`config.mk`:
```
export PLATFORM = sky130hd
export DESIGN_NAME = lzd_ram
export DESIGN_NICKNAME = d
export VERILOG_FILES = /design/src/sv/lzd_ram.sv
export SDC_FILE = /design/constraint.sdc
export NUM_CORES = 2
export LEC_CHECK = 0
export ABC_CLOCK_PERIOD_IN_PS = 2600
export BUFFER_PORTS_ARGS = -buffer_cell sky130_fd_sc_hd__buf_4
export CORE_MARGIN = 5
export CORE_UTILIZATION = 40
export DETAILED_ROUTE_END_ITERATION = 8
export PLACE_DENSITY = 0.65
export SYNTH_ARGS = -nofsm -noshare
export SYNTH_HDL_FRONTEND = slang
export SYNTH_SLANG_ARGS = --single-unit
```
`constraint.sdc`:
```
create_clock -name clk -period 2.6 [get_ports clk]
set_input_delay 0.13 -clock clk [delete_from_list [all_inputs] [get_ports clk]]
set_output_delay 0.13 -clock clk [all_outputs]
set_load 0.1 [all_outputs]
```
`src/sv/lzd_ram.sv`:
```
// ---------------------------------------------------------------------------
// lzd_ram
// generic single write, single read ram with registered read data
// ---------------------------------------------------------------------------
module lzd_ram #(
	parameter int unsigned WIDTH = 8,
	parameter int unsigned DEPTH = 256
) (
	input  logic                     clk,
	input  logic                     we,
	input  logic [$clog2(DEPTH)-1:0] waddr,
	input  logic [WIDTH-1:0]         wdata,
	input  logic [$clog2(DEPTH)-1:0] raddr,
	output logic [WIDTH-1:0]         rdata
);

	logic [WIDTH-1:0] mem_q [DEPTH];
	logic [WIDTH-1:0] rdata_q;

	always_ff @(posedge clk) begin
		if (we) begin
			mem_q[waddr] <= wdata;
		end
		rdata_q <= mem_q[raddr];
	end

	assign rdata = rdata_q;

endmodule

```
* Word level (Yosys, flattened, before mapping) *
Memory sizes are Yosys's and may differ from the RTL's. A register that Yosys moved wholly into a read port is not among the register bits.
Cells that the tools add are included.

storage, ports and cells
  bits in registers = 0
  bits in latches = 0
  RAM bits = 2048
  ROM bits = 0
  input bits = 26
  output and inout bits = 8
  logic and storage cells = 3
  memories = 1

memory list
  name   words  width  read ports  clocked after Yosys merged registers in  wr ports  RTL line  text
  mem_q  256    8      1           1                                        1         17        logic [WIDTH-1:0] mem_q [DEPTH];

operators by class
  add/subtract/negate cells = 0
  $mul = 0
  divide/modulo/power cells = 0
  magnitude comparators = 0
  equal/unequal tests = 0
  shift operators = 0
  mux-type cells = 2
  bitwise operators = 0
  reductions and logical operators = 0

operators with widths
  cell               number
  1-bit two-way mux  2

* Longest topological paths before layout *
  depth after elaboration = 2
  depth in mapped cells = 11
  mapped depth without buffers = 6

* Worst setup path before layout *
No wires, ideal clock.

  path kind = input port to flip-flop
  start = in raddr[0]
  end = reg rdata_q[2] (netlist: rdata[2]) (read register of mem_q)
  setup time = 0.131 ns
  data arrival time = 1.937 ns
  required time = 2.469 ns
  setup slack = 0.532 ns
  stages = 9
  path buffers = 4
  path through = buf_6 > buf_12 > buf_8 > buf_2 > mux4_2 > a22oi_1 > a21oi_1 > nor4_1 > nor4_2

RTL lines
  what         RTL line  text
  from (decl)  13        input logic [$clog2(DEPTH)-1:0] raddr,
  to (decl)    18        logic [WIDTH-1:0] rdata_q;

==> impl_metrics.json <==
{
  "ir_drop_mv": 0.922,
  "async_flop_share_pct": 0,
  "cp-end-kind": "flip-flop",
  "reg2reg_to": "rdata[2]",
  "violations": "setup timing",
  "power_leakage_nw": 30.2,
  "syn_avg_cell_area_um2": 21.3,
  "overflow": 0,
  "critPathKind": "flip-flop to flip-flop",
  "synthesis.area_um2": 79600,
  "routed_wl_um": 202000,
  "via_per_inst": 5.71,
  "hpwl_um": 132000,
  "ys_types": 55,
  "ys_ff_latch": 2056,
  "min_path_type": "input pin to flip-flop",
  "p_total_mw": 69.8,
  "ys_warn_count": 0,
  "synth_cells": 3733,
  "p_per_area_nw_per_um2": 742,
  "grt_use_total_pct": 19.1,
  "fin_crit_sh_pct": 108,
  "r2r_setup_slack_ns": -0.20,
  "worstMarginPinSlew_ns": 1.29,
  "drv_slew": 0,
  "postLayoutCellArea_um2": 94000,
  "cp.required_ns": 3.33,
  "relSlewSlack_pct": 13.8,
  "r2r_cells": 7,
  "clk_latency_ns": 0.83,
  "clock_skew_ns": 0.0243,
  "dp.cells": 6809,
  "drv_cap": 0,
  "die_w_um": 456,
  "ys.flop_type": "edfxtp_1",
  "timing.hold.ws_ns": 0.00937,
  "wl_per_cell_um": 28.1,
  "place.gp.congestion": 0.852,
  "post-cts-setup-buffers": 0,
  "drtIter0Drc": 4758,
  "fin_ws_ns": -0.197,
  "initial_core_util_pct": 40.3,
  "hp-start": "wdata[2]",
  "min_path_cells": 1,
  "tns_ns": -0.197,
  "die_h_um": 456,
  "yosys-top-cells-area": "edfxtp_1, mux4_2, mux2i_1",
  "period_needed_ns": 2.80,
  "max_freq_mhz": 357,
  "critPathArrivalTime_ns": 3.53,
  "path_max_fanout": 1,
  "detail-route-antenna-nets": 0,
  "coreArea_um2": 198000,
  "synth_area_leader_cell": "edfxtp_1",
  "stdcell_count": 7189,
  "cts_tree": "built",
  "cts.path.max_buffers": 3,
  "utilization_pct": 47.6,
  "syn_nets": 3759,
  "antenna_found_initial": 7,
  "place_area_um2": 87300,
  "clkTransAtPathRegs_ns": 0.06,
  "cts_max_level": 4,
  "min_to": "mem_q[230][2]",
  "nets": 4406,
  "setup_violations": 1,
  "nFillCells": 15900,
  "hold_viol_final": 0,
  "yosysTopAreaCellShare_pct": 77.3,
  "cts.sinks": 2056,
  "boundaryPins": 34,
  "drt_pass1_iterations": 6,
  "vias": 41000,
  "status": "finished, violations left",
  "die_area_um2": 208000,
  "ys_seq_area_share_pct": 77.5,
  "area_growth_syn_to_layout_pct": 18.2,
  "grt_max_degree": 92,
  "grt_pass1_wl_um": 294000,
  "pre_cts_ws_ns": -0.708,
  "r2r-start": "mem_q[172][2]",
  "std_cell_rows": 163,
  "cts_root_buf": "clkbuf_16",
  "io_buffer_count": 33,
  "synth_edf_count": 2048,
  "rsz0062_at_grt": "false",
  "cts_buffers": 195,
  "drc_errors": 0,
  "grt_pass1_vias": 41300,
  "drive_gt1_share_pct": 31.8,
  "critPathLaunchType": "flip-flop"
}
==> how the worst max path moves through the flow <==
| stage | start | end | slack, ns | cells after the start |
|---|---|---|---|---|
| final | mem_q[172][2] | rdata[2] | -0.20 | 7 |
| after global routing | mem_q[24][5] | rdata[5] | 0.02 | 8 |
| after CTS | mem_q[24][5] | rdata[5] | 0.03 | 8 |
| after detailed placement | raddr[0] | rdata[7] | -0.71 | 10 |
| after global placement | raddr[0] | rdata[0] | -1.00 | 9 |
| after floorplan | raddr[0] | rdata[2] | 0.53 | 9 |
==> worst max-delay path, cell delays in order (launching register included) <==
cell	delay, ns
edfxtp_1	0.33
mux4_2	0.24
o22a_1	0.14
o21ai_0	0.12
a2111oi_1	1.15
nor3_1	0.24
buf_4	0.24
nor4_2	0.25
==> kinds of logic (layout without fill, tap and decap cells) <==
family,Yosys count,in the layout,share of synthesized area [%]
and+or+nand+nor,466,466,2.63
DFF,2056,2056,77.5
other,0,2,0
buffers and inverters,235,1049,1.83
muxes,591,591,14.6
AOI/OAI and AO/OA,385,385,3.42
==> placed cells by master, fill, tap and decap left out, drive strengths merged, types with 22 or more instances in the layout <==
cell type     n
nor3         22
nor4         27
a22oi       133
mux2i       134
nand2        33
clkbuf      237
o221ai       47
edfxtp     2048
nor2        282
nand3        34
a21oi        96
nor2b        31
clkinv       87
bufinv       28
mux4        456
buf         665
o22ai        28
==> where the power goes <==
group	total, mW	switching, mW	leakage (nW)	internal [mW]
sequential	36.6	0.0882	18.5	36.5
clock	29.3	12.3	3.24	17.0
combinational	3.90	2.41	8.50	1.49
total	69.8	14.8	30.2	55.0
==> repair_timing <==
action	CTS	global route
hold buffers	14	0
pin swaps	0	1
resized for setup	5	2
setup endpoints to repair	5	2
endpoints found under the hold margin	597	0
==> cell type report <==
class | count | area, um^2 | area share [%]
sequential | 2056 | 61700 | 65.6
multi-input combinational | 1442 | 16500 | 17.6
timing repair buffer | 683 | 5950 | 6.32
clock buffer | 233 | 5180 | 5.51
tap | 2640 | 3300 | 3.51
clock inverter | 131 | 1410 | 1.50
inverter | 2 | 7.51 | 0.00798
antenna | 2 | 5.00 | 0.00532
==> synth_stat cells (2+ instances only) <==
cell type and count:
edfxtp_1 2048, mux4_2 454, nor2_1 282, mux2i_1 134, a22oi_1 133, clkbuf_1 111, a21oi_1 96, o221ai_1 46
nand3_1 34, nand2_1 33, buf_2 31, nor2b_1 31, o22ai_1 28, buf_4 27, nor4_1 24, buf_1 22
nor3_1 22, buf_6 21, a211oi_1 16, a221oi_1 13, buf_8 13, nand4_1 10, o211ai_1 10, o21ai_0 10
a22o_1 8, buf_12 8, dfxtp_1 8, nand2b_1 8, and2_1 6, o22a_1 5, o32ai_1 4, or2_2 4
nor4_2 3, a2111oi_0 2, a2111oi_1 2, a311oi_1 2, a31oi_1 2, and3b_1 2, mux4_1 2, nand3b_1 2
o21ai_1 2
==> per-layer routing <==
layer / vias up / global-route usage, % / wire (um)
li1: 17000 / - / -
met1: 21700 / 26.5 / 79400
met2: 1983 / 31.0 / 97800
met3: 361 / 3.21 / 17200
met4: 4 / 6.63 / 7340
met5: - / 0 / 24
==> flip-flops by register name (all words and copies together) (netlist names) <==
signal / flops
rdata: 8
mem_q: 2048
Power figures use the tool's default switching activity.
