**config.mk**
```make
export PLATFORM = sky130hd
export DESIGN_NAME = lzd_out_reg
export DESIGN_NICKNAME = d
export VERILOG_FILES = /design/src/sv/lzd_pkg.sv /design/src/sv/lzd_out_reg.sv
export SDC_FILE = /design/constraint.sdc
export NUM_CORES = 1
export LEC_CHECK = 0
export BUFFER_PORTS_ARGS = -buffer_cell sky130_fd_sc_hd__buf_2
export CORE_MARGIN = 3
export CORE_UTILIZATION = 40
export DETAILED_ROUTE_END_ITERATION = 6
export PLACE_DENSITY = 0.8
export SKIP_LAST_GASP = 1
export SYNTH_ARGS = -nofsm -noshare
export SYNTH_HDL_FRONTEND = slang
export SYNTH_SLANG_ARGS = --single-unit
export TNS_END_PERCENT = 20
```
**constraint.sdc**
```tcl
create_clock -name clk -period 2.15 [get_ports clk]
set_clock_uncertainty 0.2 [all_clocks]
set_input_delay 0.215 -clock clk [delete_from_list [all_inputs] [get_ports clk]]
set_output_delay 0.215 -clock clk [all_outputs]
set_load 0.01 [all_outputs]
```
**src/sv/lzd_pkg.sv**
```systemverilog
// ---------------------------------------------------------------------------
// lzd_pkg
// shared constants, codes and types of the lz stream decompressor
// ---------------------------------------------------------------------------
package lzd_pkg;

	localparam int unsigned HIST_DEPTH = 32768;
	localparam int unsigned HIST_AW    = $clog2(HIST_DEPTH);
	localparam int unsigned MAX_LEN    = 512;
	localparam int unsigned LEN_MIN    = 3;
	localparam int unsigned OFFSET_MIN = 1;
	localparam int unsigned HIGH_SAT   = 32'h007F_FFFF;
	localparam int unsigned UNARY_SAT  = 1023;
	localparam int unsigned COPY_W     = $clog2(MAX_LEN + 1);

	// parse phase codes
	localparam logic [2:0] PH_HEADER = 3'd0;
	localparam logic [2:0] PH_PLAIN  = 3'd1;
	localparam logic [2:0] PH_LZ     = 3'd2;
	localparam logic [2:0] PH_DONE   = 3'd3;
	localparam logic [2:0] PH_ERROR  = 3'd4;

	// status codes
	localparam logic [2:0] STS_OK      = 3'd0;
	localparam logic [2:0] STS_BADTYPE = 3'd1;
	localparam logic [2:0] STS_TRUNC   = 3'd2;
	localparam logic [2:0] STS_OVER    = 3'd3;
	localparam logic [2:0] STS_FAR     = 3'd4;
	localparam logic [2:0] STS_LONG    = 3'd5;

	typedef struct packed {
		logic [63:0] bytes;
		logic [3:0]  count;
		logic        last;
		logic        done;
		logic [2:0]  status;
	} res_t;

endpackage

```
**src/sv/lzd_out_reg.sv**
```systemverilog
// ---------------------------------------------------------------------------
// lzd_out_reg
// output register stage of the result stream
// ---------------------------------------------------------------------------
module lzd_out_reg (
	input  logic          clk,
	input  logic          arst_n,
	input  logic          res_valid,
	input  lzd_pkg::res_t res,
	output logic          res_ready,
	output logic          m_axis_tvalid,
	input  logic          m_axis_tready,
	output logic [71:0]   m_axis_tdata,
	output logic          m_axis_tlast,
	output logic [3:0]    m_axis_tuser
);

	logic          valid_q;
	lzd_pkg::res_t res_q;

	assign res_ready = !valid_q || m_axis_tready;

	always_ff @(posedge clk or negedge arst_n) begin
		if (!arst_n) begin
			valid_q <= 1'b0;
		end else if (res_ready) begin
			valid_q <= res_valid;
		end
	end

	always_ff @(posedge clk) begin
		if (res_ready && res_valid) begin
			res_q <= res;
		end
	end

	assign m_axis_tvalid = valid_q;
	assign m_axis_tdata  = {4'b0, res_q.count, res_q.bytes};
	assign m_axis_tlast  = res_q.last;
	assign m_axis_tuser  = {res_q.status, res_q.done};

endmodule

```
Word level (Yosys, flattened, before mapping)
Cells that the tools add are included.
W data, S select, Z words.
{ "word_totals": {"reg_bits": 74} }
{ "classes": {"reduce_logical": 3} }
{ "op_table": {"columns": ["operator", "n"], "rows": [
  ["$logic_and A1 B1 Y1", 1],
  ["$logic_not A1 Y1", 1],
  ["$logic_or A1 B1 Y1", 1]
]} }

Depth between registers and ports, before layout
Gate-level depths: netlist of run 1.
{ "logic_depth": {"depth_word": 3, "mapped_depth": 2} }

Worst setup path after synthesis of run 1
OpenSTA, ideal clock, no wires.
{ "synth_timing": {"kind": "register -> register", "from": "register valid_q, in the netlist m_axis_tvalid", "to": "register res_q, in the netlist m_axis_tdata[0] (enable)", "setup_time_ns": 0.380, "arrival_ns": 1.138, "required_ns": 1.570, "path_slack_ns": 0.432, "path_stages_with_launch": 3, "n_path_buf": 0, "period_less_slack_ns": 1.718, "cell_sequence": "dfrtp_1 > nand2b_4 > and2_4"} }
{ "synth_via": {"elab_chain_len": 3} }
{ "synth_lines": {"columns": ["item", "line", "text"], "rows": [
  ["start: declaration", "lzd_out_reg.sv:18", "logic valid_q;"],
  ["start signal: assignment", "lzd_out_reg.sv:27", "valid_q <= res_valid;"],
  ["$logic_not A1 Y1", "lzd_out_reg.sv:21", "assign res_ready = !valid_q || m_axis_tready;"],
  ["$logic_or A1 B1 Y1", "lzd_out_reg.sv:21", null],
  ["via res_ready", "lzd_out_reg.sv:10", "output logic res_ready,"],
  ["$logic_and A1 B1 Y1", "lzd_out_reg.sv:32", "if (res_ready && res_valid) begin"],
  ["end signal: assignment", "lzd_out_reg.sv:33", "res_q <= res;"],
  ["end: declaration", "lzd_out_reg.sv:19", "lzd_pkg::res_t res_q;"]
]} }
The timed path passes the listed nets, and every way through them passes these cells.
A chain may end at the register's enable or synchronous reset.

Final worst setup path of run 1
{ "layout_timing": {"from": "input res_valid", "to": "register res_q, in the netlist m_axis_tdata[34] (enable)"} }
{ "layout_via": {"elab_chain_len": 1} }
{ "layout_lines": {"columns": ["item", "line", "text"], "rows": [
  ["start: declaration", "lzd_out_reg.sv:8", "input logic res_valid,"],
  ["$logic_and A1 B1 Y1", "lzd_out_reg.sv:32", null]
]} }
Every way passes these cells.

==> results.rst, run 1 <==
.. list-table::
   :header-rows: 1

   * - Metric
     - Value
   * - Classification of the worst setup path
     - in2reg
   * - Routed Antenna Nets
     - 0
   * - Gr busiest metal
     - met2
   * - Final design area excluding fillers
     - 4060 µm²
   * - Number of library cell types mapped by synthesis
     - 7
   * - CTS tree
     - yes
   * - Yosys top cell by area
     - sky130_fd_sc_hd__edfxtp_1
   * - Number of clock buffers inserted by TritonCTS
     - 9
   * - Number of levels the H-tree was split into
     - 3
   * - Ordered list of cells on the worst path
     - dlygate4sd3_1, buf_2, and2_4, buf_12
   * - Count of pins over their slew limit
     - 0
   * - Number of global-route vias before repair
     - between 1,500 and 2,000
   * - CP Data Required Time
     - 1940 ps
   * - Setup repair after global routing missed its margin
     - no
   * - Register bit count reported by yosys
     - 74
   * - YS warnings
     - 0
   * - Final total power
     - 2930 µW
   * - Initial antenna violation count
     - 0
   * - Placer Congestion
     - 0.685
   * - Crit start category
     - input port
   * - Syn Std Cell Area
     - 2280 µm²
   * - Global-route met3 utilization
     - 6.03%
   * - Clock power share
     - 30.2%
   * - Layout Cells excl Fill
     - 397
   * - Total power per unit cell area
     - 723 nW/µm²
   * - Relative area change from synthesis to final layout
     - 78.0%
   * - TNS Setup
     - 0 ps
   * - Synth top area cells
     - sky130_fd_sc_hd__edfxtp_1, sky130_fd_sc_hd__buf_4, sky130_fd_sc_hd__dfrtp_1
   * - Top_reg_cell synth
     - sky130_fd_sc_hd__edfxtp_1
   * - Fraction of layout instances using a drive strength above 1
     - slightly above 50%
   * - Starting density of the core
     - 43.0%
   * - Total of buffers placed on input and output ports
     - 151
   * - Via density per instance
     - 4.25
   * - Critical Path End Type
     - register
   * - Leading cell type by number of instances after synthesis
     - sky130_fd_sc_hd__edfxtp_1
   * - Total iterations of the first detailed-routing run
     - 4
   * - Clock tree root buffer cell
     - sky130_fd_sc_hd__clkbuf_8
   * - Number of standard cells after synthesis
     - 82
   * - Net Switching
     - 652 µW
   * - Grt met1 use
     - between 15 and 20%
   * - Number of buffers on the longest clock path
     - 2
   * - Share of total power in sequential cells
     - between 50% and 60%
   * - Sequential-to-total area share from yosys stat
     - 97.3%
   * - Layout net count
     - 398
   * - Biggest fanout along the worst timing path
     - 72
   * - Final setup vio count
     - 0
   * - Buffers inserted during post-CTS setup optimization
     - 0
   * - Logic pwr share
     - about an eighth
   * - Standard cell area after detailed placement
     - 3120 µm²
   * - Number of core rows
     - 26
   * - Fill cell total of the finished layout
     - 306
   * - Total count of hold-check failures in the final report
     - 0
   * - Largest voltage drop on the vdd net
     - 0.000437 V
   * - FFs w/ async S/R, synth
     - 1.35%
   * - Number of remaining DRC errors
     - 0
   * - DRC marker count from the first detailed-route iteration
     - 75
   * - Detailed-route via count
     - 1,686
   * - Status
     - finished, final reports clean
   * - Post-DR wirelength/cell
     - 15.9 µm
   * - Maximum achievable frequency
     - 0.624 GHz
   * - Placed cell count
     - 303
   * - Clock transition at the registers of the reported paths
     - 70 ps
   * - Routed WL
     - 6.33 mm
   * - Top post-synthesis cells by count
     - sky130_fd_sc_hd__edfxtp_1, sky130_fd_sc_hd__buf_4
   * - Final period utilization
     - 74.5%
   * - Time the final worst path needs with I/O delays and setup
     - about 1600 ps
   * - Smallest hold slack
     - between 150 and 200 ps
   * - Total internal power
     - 2280 µW
   * - Top Ports
     - between 150 and 200
   * - Max capacitance violation total
     - 0
   * - Critical path arrival
     - 1390 ps
   * - Kind of cell adding the most delay to the critical path
     - buffers and inverters
   * - Die Ht
     - 81.5 µm
   * - Net switching share of the total power
     - 22.2%
   * - TritonCTS Sinks
     - 74
   * - Wire length of the first global-routing pass
     - 9.06 mm
   * - Average size of a mapped cell
     - 27.8 µm²
   * - Largest net degree at the start of global routing
     - 73
   * - Dpl hpwl
     - between 3 and 4 mm
   * - Share of the synthesized area in the top cell type
     - between 90% and 100%
   * - Peak per-stage delay on the critical path
     - approximately 550 ps
   * - Worst-skew pair later-pin latency
     - 330 ps
   * - Horizontal die dimension
     - 81.5 µm
   * - Floorplan die area
     - 6640 µm²
   * - Leakage power of the design
     - 0.00174 µW
   * - Number of synthesized flops with an enable pin
     - 73
   * - Placeable Area
     - around 5300 µm²
   * - Met2 usage
     - a little over a third
   * - Congestion Overflow GR
     - 0
   * - Slowest library cell on the worst path
     - sky130_fd_sc_hd__dlygate4sd3_1
   * - Worst Hold Class
     - in2reg
   * - Global Route Usage Sum
     - 19.6%
   * - Number of buffers and inverters on the critical path
     - 3
-- logic make-up (layout without fill, tap and decap cells) --
group	after synthesis	after routing	share of synthesized area [%]
flip-flops	74	74	97.3
AND/OR/NAND/NOR	3	3	1.26
other	1	6	0.164
buffers and inverters	4	244	1.32
-- layout make-up --
cell class	count	area [µm²]	share of cell area, %
diodes	2	5.00	0.123
well taps	70	87.6	2.16
multi-input cells	7	43.8	1.08
repair buffers	229	1550	38.1
flip-flops and latches	74	2220	54.6
clock inverters	6	35.0	0.863
clock buffers	9	124	3.05
-- worst paths after layout --
check / startpoint / to / slack [ps] / cells past startpoint
worst min-delay path: m_axis_tready / m_axis_tdata[59] / 160 / 3
worst max-delay path: res_valid / m_axis_tdata[34] / 550 / 4
worst min register to register: m_axis_tvalid / m_axis_tdata[59] / 590 / 2
max in group asynchronous: arst_n / m_axis_tvalid / 1120 / 3
min in group asynchronous: arst_n / m_axis_tvalid / 530 / 3
worst max register to register: m_axis_tvalid / m_axis_tdata[34] / 580 / 3
-- tightest hold or removal path, delay by kind of cell --
family / cells / cell delay [ps]
buffers and inverters: 1 / 80
AND/OR/NAND/NOR: 2 / 280
-- cell usage in the layout (no fill, tap or decap) --
master                          instances
sky130_fd_sc_hd__and2_4                 1
sky130_fd_sc_hd__buf_12                 1
sky130_fd_sc_hd__buf_2                151
sky130_fd_sc_hd__clkbuf_8               9
sky130_fd_sc_hd__clkinv_1               1
sky130_fd_sc_hd__clkinv_2               3
sky130_fd_sc_hd__clkinv_4               1
sky130_fd_sc_hd__clkinvlp_4             1
sky130_fd_sc_hd__conb_1                 4
sky130_fd_sc_hd__dfrtp_1                1
sky130_fd_sc_hd__diode_2                2
sky130_fd_sc_hd__dlygate4sd3_1         77
sky130_fd_sc_hd__edfxtp_1              73
sky130_fd_sc_hd__nand2b_1               1
sky130_fd_sc_hd__nand2b_4               1
-- per-layer routing --
metal  part of all wire (%)  vias to the layer above  wire length [µm]
met2                     53                      104              3360
li1                       -                      795                 -
met5                      0                        -                 0
met4                    2.3                        0               146
met1                     34                      773              2180
met3                     10                       14               638
-- metrics by stage --
step | setup WS [ps] | util [%]
2_1_floorplan | 432 | -
3_3_place_gp | 655 | 58.9
3_5_place_dp | 611 | 58.9
4_1_cts | 607 | 76.5
5_1_grt | 532 | 76.5
6_report | 548 | 76.5
-- repair_timing --
item	4_1_cts	5_1_grt
endpoints found under the hold margin	75	0
resized for setup	0	0
hold buffers	77	0
-- power by group through the flow --
stage	clock network, µW	logic (µW)	registers [µW]
4_1_cts	897	344	1700
3_5_place_dp	0	235	1730
6_report	885	347	1700
5_1_grt	980	376	1710
3_3_place_gp	0	229	1730
2_1_floorplan	0	39.2	1780
-- registers in the layout, summed over array words and instances, names as in the netlist --
register / count
m_axis_tdata: 68
m_axis_tvalid: 1
m_axis_tuser: 4
m_axis_tlast: 1
No activity file was read; power rests on OpenSTA's default activity.
==> inputs of run 2 (changes only) <==
- ABC_AREA: default -> 1
- clock period: 2.15 -> 1.55 ns (I/O delays scaled with it)
==> run 2 against run 1 <==
Compared with the run above:
- largest power group unchanged
- combinational power grew 42%
- power grew 50%
- critical path depth grew 1
- count of clock-buffer cells in the layout grew 3
- synthesized area shrank 0.38%
- synthesized cell count grew 2.4%
- sequential share of layout area shrank 0.80 points
- sequential power grew 39%
- first-iteration DRC count grew 48%
- worst hold slack gained 140 ps
- non-clock buffer count grew 1
==> results.rst, run 2 <==
.. list-table::
   :header-rows: 1

   * - Metric
     - Value
   * - Number of buffers on the longest clock path
     - 2
   * - Biggest fanout along the worst timing path
     - 2
   * - Clock transition at the registers of the reported paths
     - approximately 70 ps
   * - Worst-skew pair later-pin latency
     - around 330 ps
   * - Number of cells on the worst hold path
     - 4
   * - Number of core rows
     - 26
   * - Congestion Overflow GR
     - 0
   * - Total power per unit cell area
     - 1060 nW/µm²
   * - Initial antenna violation count
     - 0
   * - Max capacitance violation total
     - 0
   * - Most common library cell in the layout ignoring fill and taps
     - sky130_fd_sc_hd__buf_2
   * - Classification of the worst setup path
     - in2reg
   * - Dpl hpwl
     - 3.79 mm
   * - Via density per instance
     - roughly 4.3
   * - Clock power share
     - 35.0%
   * - Placeable Area
     - 5300 µm²
   * - Resized cells post-CTS
     - 0
   * - CTS tree
     - yes
   * - Top post-synthesis cells by count
     - sky130_fd_sc_hd__edfxtp_1, sky130_fd_sc_hd__buf_4, sky130_fd_sc_hd__inv_1, sky130_fd_sc_hd__nand2_1
   * - Number of global-route vias before repair
     - between 1,500 and 2,000
   * - Relative area change from synthesis to final layout
     - 81.5%
   * - Post-layout utilization of the core
     - between 70% and 80%
   * - Routed Antenna Nets
     - 0
   * - Final period utilization
     - 98.9%
   * - Total of buffers placed on input and output ports
     - 151
   * - Post-DR wirelength/cell
     - 16.5 µm
   * - Pre-CTS setup slack
     - 125 ps
   * - Top library cells by usage in the layout, fill and taps aside
     - sky130_fd_sc_hd__buf_2, sky130_fd_sc_hd__dlygate4sd3_1, sky130_fd_sc_hd__edfxtp_1
   * - Placed cell count
     - about 310
   * - Number of synthesized flops with an enable pin
     - between 70 and 80
   * - Total count of hold-check failures in the final report
     - 0
   * - Number of standard cells after synthesis
     - 84
   * - Count of pins over their slew limit
     - 0
   * - Maximum achievable frequency
     - 0.652 GHz
   * - FFs w/ async S/R, synth
     - 1.35%
   * - Global Route Usage Sum
     - 19.9%
   * - Placer Congestion
     - 0.691
   * - Horizontal die dimension
     - 81.3 µm
   * - Top_reg_cell synth
     - sky130_fd_sc_hd__edfxtp_1
   * - DRC marker count from the first detailed-route iteration
     - 111
   * - Total iterations of the first detailed-routing run
     - 4
   * - Syn Std Cell Area
     - 2270 µm²
   * - YS warnings
     - 0
   * - Flip-flop count of the largest register, all copies and words added
     - 68
   * - Crit start category
     - input port
   * - Worst Hold Class
     - in2reg
   * - Time the final worst path needs with I/O delays and setup
     - between 1500 and 2000 ps
   * - Sequential-to-total area share from yosys stat
     - 97.6%
   * - Setup repair after global routing missed its margin
     - no
   * - Layout Cells excl Fill
     - around 400
   * - Net Switching
     - 883 µW
   * - Register bit count reported by yosys
     - 74
   * - Die Ht
     - a little over 80 µm
   * - Largest voltage drop on the vdd net
     - roughly 0.00068 V
   * - Starting density of the core
     - 42.8%
   * - Share of the synthesized area in the top cell type
     - 96.5%
   * - Leading cell type by number of instances after synthesis
     - sky130_fd_sc_hd__edfxtp_1
   * - TritonCTS Sinks
     - 74
   * - Floorplan die area
     - about 6600 µm²
   * - Clock tree root buffer cell
     - sky130_fd_sc_hd__clkbuf_8
   * - Leakage power of the design
     - between 0.0015 and 0.002 µW
   * - Wire length of the first global-routing pass
     - 9.14 mm
   * - Layout net count
     - between 400 and 500
   * - CP Data Required Time
     - 1560 ps
   * - Number of levels the H-tree was split into
     - 3
   * - Share of total power in sequential cells
     - between 50% and 60%
   * - Number of remaining DRC errors
     - 0
   * - Critical path arrival
     - 1550 ps
   * - Number of clock buffers inserted by TritonCTS
     - 9
   * - Fraction of layout instances using a drive strength above 1
     - 50.9%
   * - Yosys top cell by area
     - sky130_fd_sc_hd__edfxtp_1
   * - Status
     - finished, final reports clean
   * - TNS Setup
     - 0 ps
   * - Final total power
     - 4390 µW
   * - Synth top area cells
     - sky130_fd_sc_hd__edfxtp_1, sky130_fd_sc_hd__buf_4, sky130_fd_sc_hd__dfrtp_1
   * - Largest net degree at the start of global routing
     - 40
   * - Detailed-route via count
     - 1,718
   * - Critical Path End Type
     - register
   * - Number of library cell types mapped by synthesis
     - 7
   * - Routed WL
     - between 6 and 7 mm
   * - Length in cells of the worst reg-to-reg path
     - 3
   * - Total internal power
     - 3510 µW
   * - Net switching share of the total power
     - 20.1%
   * - Average size of a mapped cell
     - 27.0 µm²
   * - Final setup vio count
     - 0
   * - Top Ports
     - 156
   * - Logic pwr share
     - 11.2%
   * - Post-layout worst setup margin
     - 16.4 ps
run 2: cells by family after synthesis:
family | after synthesis | synth area share, %
compound gates | 1 | 0.220
buf+inv | 6 | 1.65
flops | 74 | 97.6
other cells | 1 | 0.165
simple gates | 2 | 0.331
run 2: area by class of cell:
class | count | area, µm²
diodes | 1 | 2.50
clock buffers | 12 | 135
clock inverters | 3 | 65.1
fillers | 304 | 1180
inverters | 2 | 7.51
multi-input cells | 7 | 38.8
flip-flops and latches | 74 | 2220
well taps | 70 | 87.6
repair buffers | 230 | 1570
run 2: power by group through the flow:
stage / combinational, µW / clock (µW) / sequential [µW]
floorplan: 53.7 / 0 / 2470
global route: 532 / 1660 / 2370
CTS: 487 / 1550 / 2360
detailed placement: 335 / 0 / 2400
finish: 494 / 1540 / 2360
global placement: 325 / 0 / 2390
run 2: repair_timing:
action                    in CTS  in global routing
hold buffers                  77                  0
buffers inserted               0                  0
hold endpoints to repair      75                  0
run 2: routing by layer:
layer	share of wire, %	vias up	track usage [%]
met5	0	-	0
met3	11	12	8.09
met4	1.5	0	8.45
met1	32	800	18.7
li1	-	802	-
met2	56	104	37.5
run 2: worst paths after layout:
kind | startpoint | to | slack, ps
max | res_valid | m_axis_tvalid | 20
min | m_axis_tready | m_axis_tdata[4] | 300
max reg2reg | m_axis_tvalid | m_axis_tvalid | 90
min reg2reg | m_axis_tvalid | m_axis_tdata[4] | 650
max in group asynchronous | arst_n | m_axis_tvalid | 570
min in group asynchronous | arst_n | m_axis_tvalid | 460
run 2: per-stage QoR:
step / area, µm² / hold WS (ps)
final: 4120 / 304
after global routing: 4120 / 289
after detailed placement: 3150 / -267
after CTS: 4120 / 263
after floorplan: 2290 / -341
after global placement: 3150 / -269
run 2: worst max-delay path, stage by stage:
cell and delay [ps]:
sky130_fd_sc_hd__dlygate4sd3_1 540, sky130_fd_sc_hd__buf_2 130, sky130_fd_sc_hd__inv_1 100, sky130_fd_sc_hd__nand2_1 70, sky130_fd_sc_hd__dlygate4sd3_1 560
==> inputs of run 3 (changes only) <==
- PLACE_DENSITY: 0.8 -> 0.76
==> run 3 against run 2 <==
Compared with the run above:
- worst hold slack lost 24 ps
- die area unchanged
- sequential power about the same
- largest cell class unchanged
- first-iteration DRC count shrank 38%
- design area down 0.49%
- critical path depth did not move
- wire length fell by 2.3%
- register-to-register slack hardly changed
- non-clock buffer count did not move
- power shrank 4.2%
- combinational power fell by 0.8%
- cell count is 0.50% higher
==> results.rst, run 3 (synthesis gave the netlist of run 2 again) <==
.. list-table::
   :header-rows: 1

   * - Metric
     - Value
   * - Crit start category
     - input port
   * - Die Ht
     - 81.3 µm
   * - Top library cells by usage in the layout, fill and taps aside
     - sky130_fd_sc_hd__buf_2, sky130_fd_sc_hd__dlygate4sd3_1, sky130_fd_sc_hd__edfxtp_1
   * - Top Ports
     - around 160
   * - TritonCTS Sinks
     - 74
   * - Sum of met3 wire segment lengths after detailed routing
     - ~830 µm
   * - Buffers inserted during post-CTS setup optimization
     - 0
   * - Number of levels the H-tree was split into
     - 3
   * - Flip-flop count of the largest register, all copies and words added
     - 68
   * - Layout Cells excl Fill
     - ~400
   * - Maximum achievable frequency
     - 0.652 GHz
   * - Number of buffers on the longest clock path
     - 2
   * - Fraction of layout instances using a drive strength above 1
     - 50.5%
   * - Dpl hpwl
     - 3.52 mm
   * - DRC marker count from the first detailed-route iteration
     - between 60 and 70
   * - Cell seen most often among critical-path stages
     - sky130_fd_sc_hd__dlygate4sd3_1
   * - Worst-skew pair later-pin latency
     - 330 ps
   * - Relative area change from synthesis to final layout
     - 80.6%
   * - Total of buffers placed on input and output ports
     - about 150
   * - Final period utilization
     - 98.9%
   * - Placeable Area
     - about 5300 µm²
   * - Layout net count
     - approximately 400
   * - Standard cell area after detailed placement
     - 3150 µm²
   * - Total count of hold-check failures in the final report
     - 0
   * - Classification of the worst setup path
     - in2reg
   * - Via density per instance
     - 4.24
   * - CTS tree
     - yes
   * - Leakage power of the design
     - 0.00176 µW
   * - Number of global-route vias before repair
     - 1,899
   * - Peak per-stage delay on the critical path
     - 550 ps
   * - Wire length of the first global-routing pass
     - 9.37 mm
   * - Total iterations of the first detailed-routing run
     - 4
   * - Count of pins over their slew limit
     - 0
   * - Post-DR wirelength/cell
     - 16.0 µm
   * - Final setup vio count
     - 0
   * - Total power per unit cell area
     - 1030 nW/µm²
   * - CP Data Required Time
     - 1570 ps
   * - Number of clock buffers inserted by TritonCTS
     - 9
   * - Number of remaining DRC errors
     - 0
   * - Clock tree root buffer cell
     - sky130_fd_sc_hd__clkbuf_8
   * - Biggest fanout along the worst timing path
     - 2
   * - Largest voltage drop on the vdd net
     - 0.000632 V
   * - Placed cell count
     - 306
   * - Routed Antenna Nets
     - 0
   * - Detailed-route via count
     - roughly 1,700
   * - Placer Congestion
     - 0.655
   * - Resized cells post-CTS
     - 0
   * - Routed met1 length
     - 2.20 mm
   * - Final design area excluding fillers
     - slightly above 4000 µm²
   * - Most common library cell in the layout ignoring fill and taps
     - sky130_fd_sc_hd__buf_2
   * - Slowest library cell on the worst path
     - sky130_fd_sc_hd__dlygate4sd3_1
   * - Number of core rows
     - 26
   * - Fill cell total of the finished layout
     - 305
   * - Horizontal die dimension
     - 81.3 µm
   * - Sequential cell area in the final layout
     - 2220 µm²
   * - Congestion Overflow GR
     - 0
   * - Ordered list of cells on the worst path
     - dlygate4sd3_1, buf_2, inv_1, nand2_1, dlygate4sd3_1
   * - Setup repair after global routing missed its margin
     - no
   * - Initial antenna violation count
     - 0
   * - Critical Path End Type
     - register
   * - Total met2 wirelength after detailed routing
     - 3.33 mm
   * - Multi-input logic area
     - 38.8 µm²
   * - Worst Hold Class
     - in2reg
   * - Max capacitance violation total
     - 0
   * - Starting density of the core
     - 42.8%
   * - Clock transition at the registers of the reported paths
     - around 70 ps
   * - Routed WL
     - 6.43 mm
   * - Critical path arrival
     - about 1600 ps
   * - Floorplan die area
     - 6620 µm²
   * - Global Route Usage Sum
     - 20.1%
   * - Time the final worst path needs with I/O delays and setup
     - ~1500 ps
   * - Largest net degree at the start of global routing
     - 45
   * - Highest routing layer actually used
     - met4
   * - Status
     - finished, final reports clean
[run 3: cell count changes in the layout (fill, tap and decap cells not counted)]
cell	delta
sky130_fd_sc_hd__diode_2	+1
sky130_fd_sc_hd__bufinv_16	-1
sky130_fd_sc_hd__clkinv_1	+2
[run 3: path summary, 6_finish.rpt]
| path | start | to | slack (ps) | cells past startpoint |
|---|---|---|---|---|
| setup / recovery | res_valid | m_axis_tvalid | 20 | 5 |
| hold / removal | m_axis_tready | m_axis_tdata[64] | 280 | 4 |
| setup reg to reg | m_axis_tvalid | m_axis_tvalid | 80 | 3 |
| hold reg to reg | m_axis_tvalid | m_axis_tdata[64] | 650 | 2 |
| max in group asynchronous | arst_n | m_axis_tvalid | 600 | 3 |
| min in group asynchronous | arst_n | m_axis_tvalid | 440 | 3 |
[run 3: power breakdown]
part | switching (µW) | internal, µW | total [µW]
Sequential | 28.8 | 2330 | 2360
Combinational | 213 | 277 | 490
Clock | 624 | 733 | 1360
Total | 866 | 3340 | 4210
[run 3: routing by layer]
layer | GRT usage [%] | vias to the layer above
met2 | 35.7 | 121
met3 | 9.31 | 9
met1 | 19.7 | 766
li1 | - | 805
met4 | 9.46 | 0
met5 | 0 | -
[run 3: timing repair]
action	4_1_cts	5_1_grt
endpoints found under the setup margin	0	0
endpoints found under the hold margin	75	0
hold buffers	77	0
[run 3: through the flow]
stage / total power [µW] / TNS, ps / hold WS, ps / util, % / worst slack, ps
2_1_floorplan: 2520 / -54840 / -341 / - / -751
3_3_place_gp: 2720 / 0 / -266 / 59.4 / 133
3_5_place_dp: 2730 / 0 / -264 / 59.4 / 116
4_1_cts: 4220 / 0 / 238 / 77.3 / 78.2
5_1_grt: 4400 / 0 / 276 / 77.3 / 2.99
6_report: 4210 / 0 / 280 / 77.3 / 17.2
[run 3: cell type report]
class                   instances  share of cell area, %
flip-flops and latches         74                   54.1
repair buffers                230                   38.2
clock buffers                  12                   3.29
well taps                      70                   2.14
clock inverters                 4                   1.04
multi-input cells               7                  0.946
inverters                       2                  0.183
diodes                          2                  0.122
[run 3: critical path, delay by kind of cell]
kind | cells | cell delay (ps)
and+or+nand+nor | 1 | 70
buffers and inverters | 4 | 1320
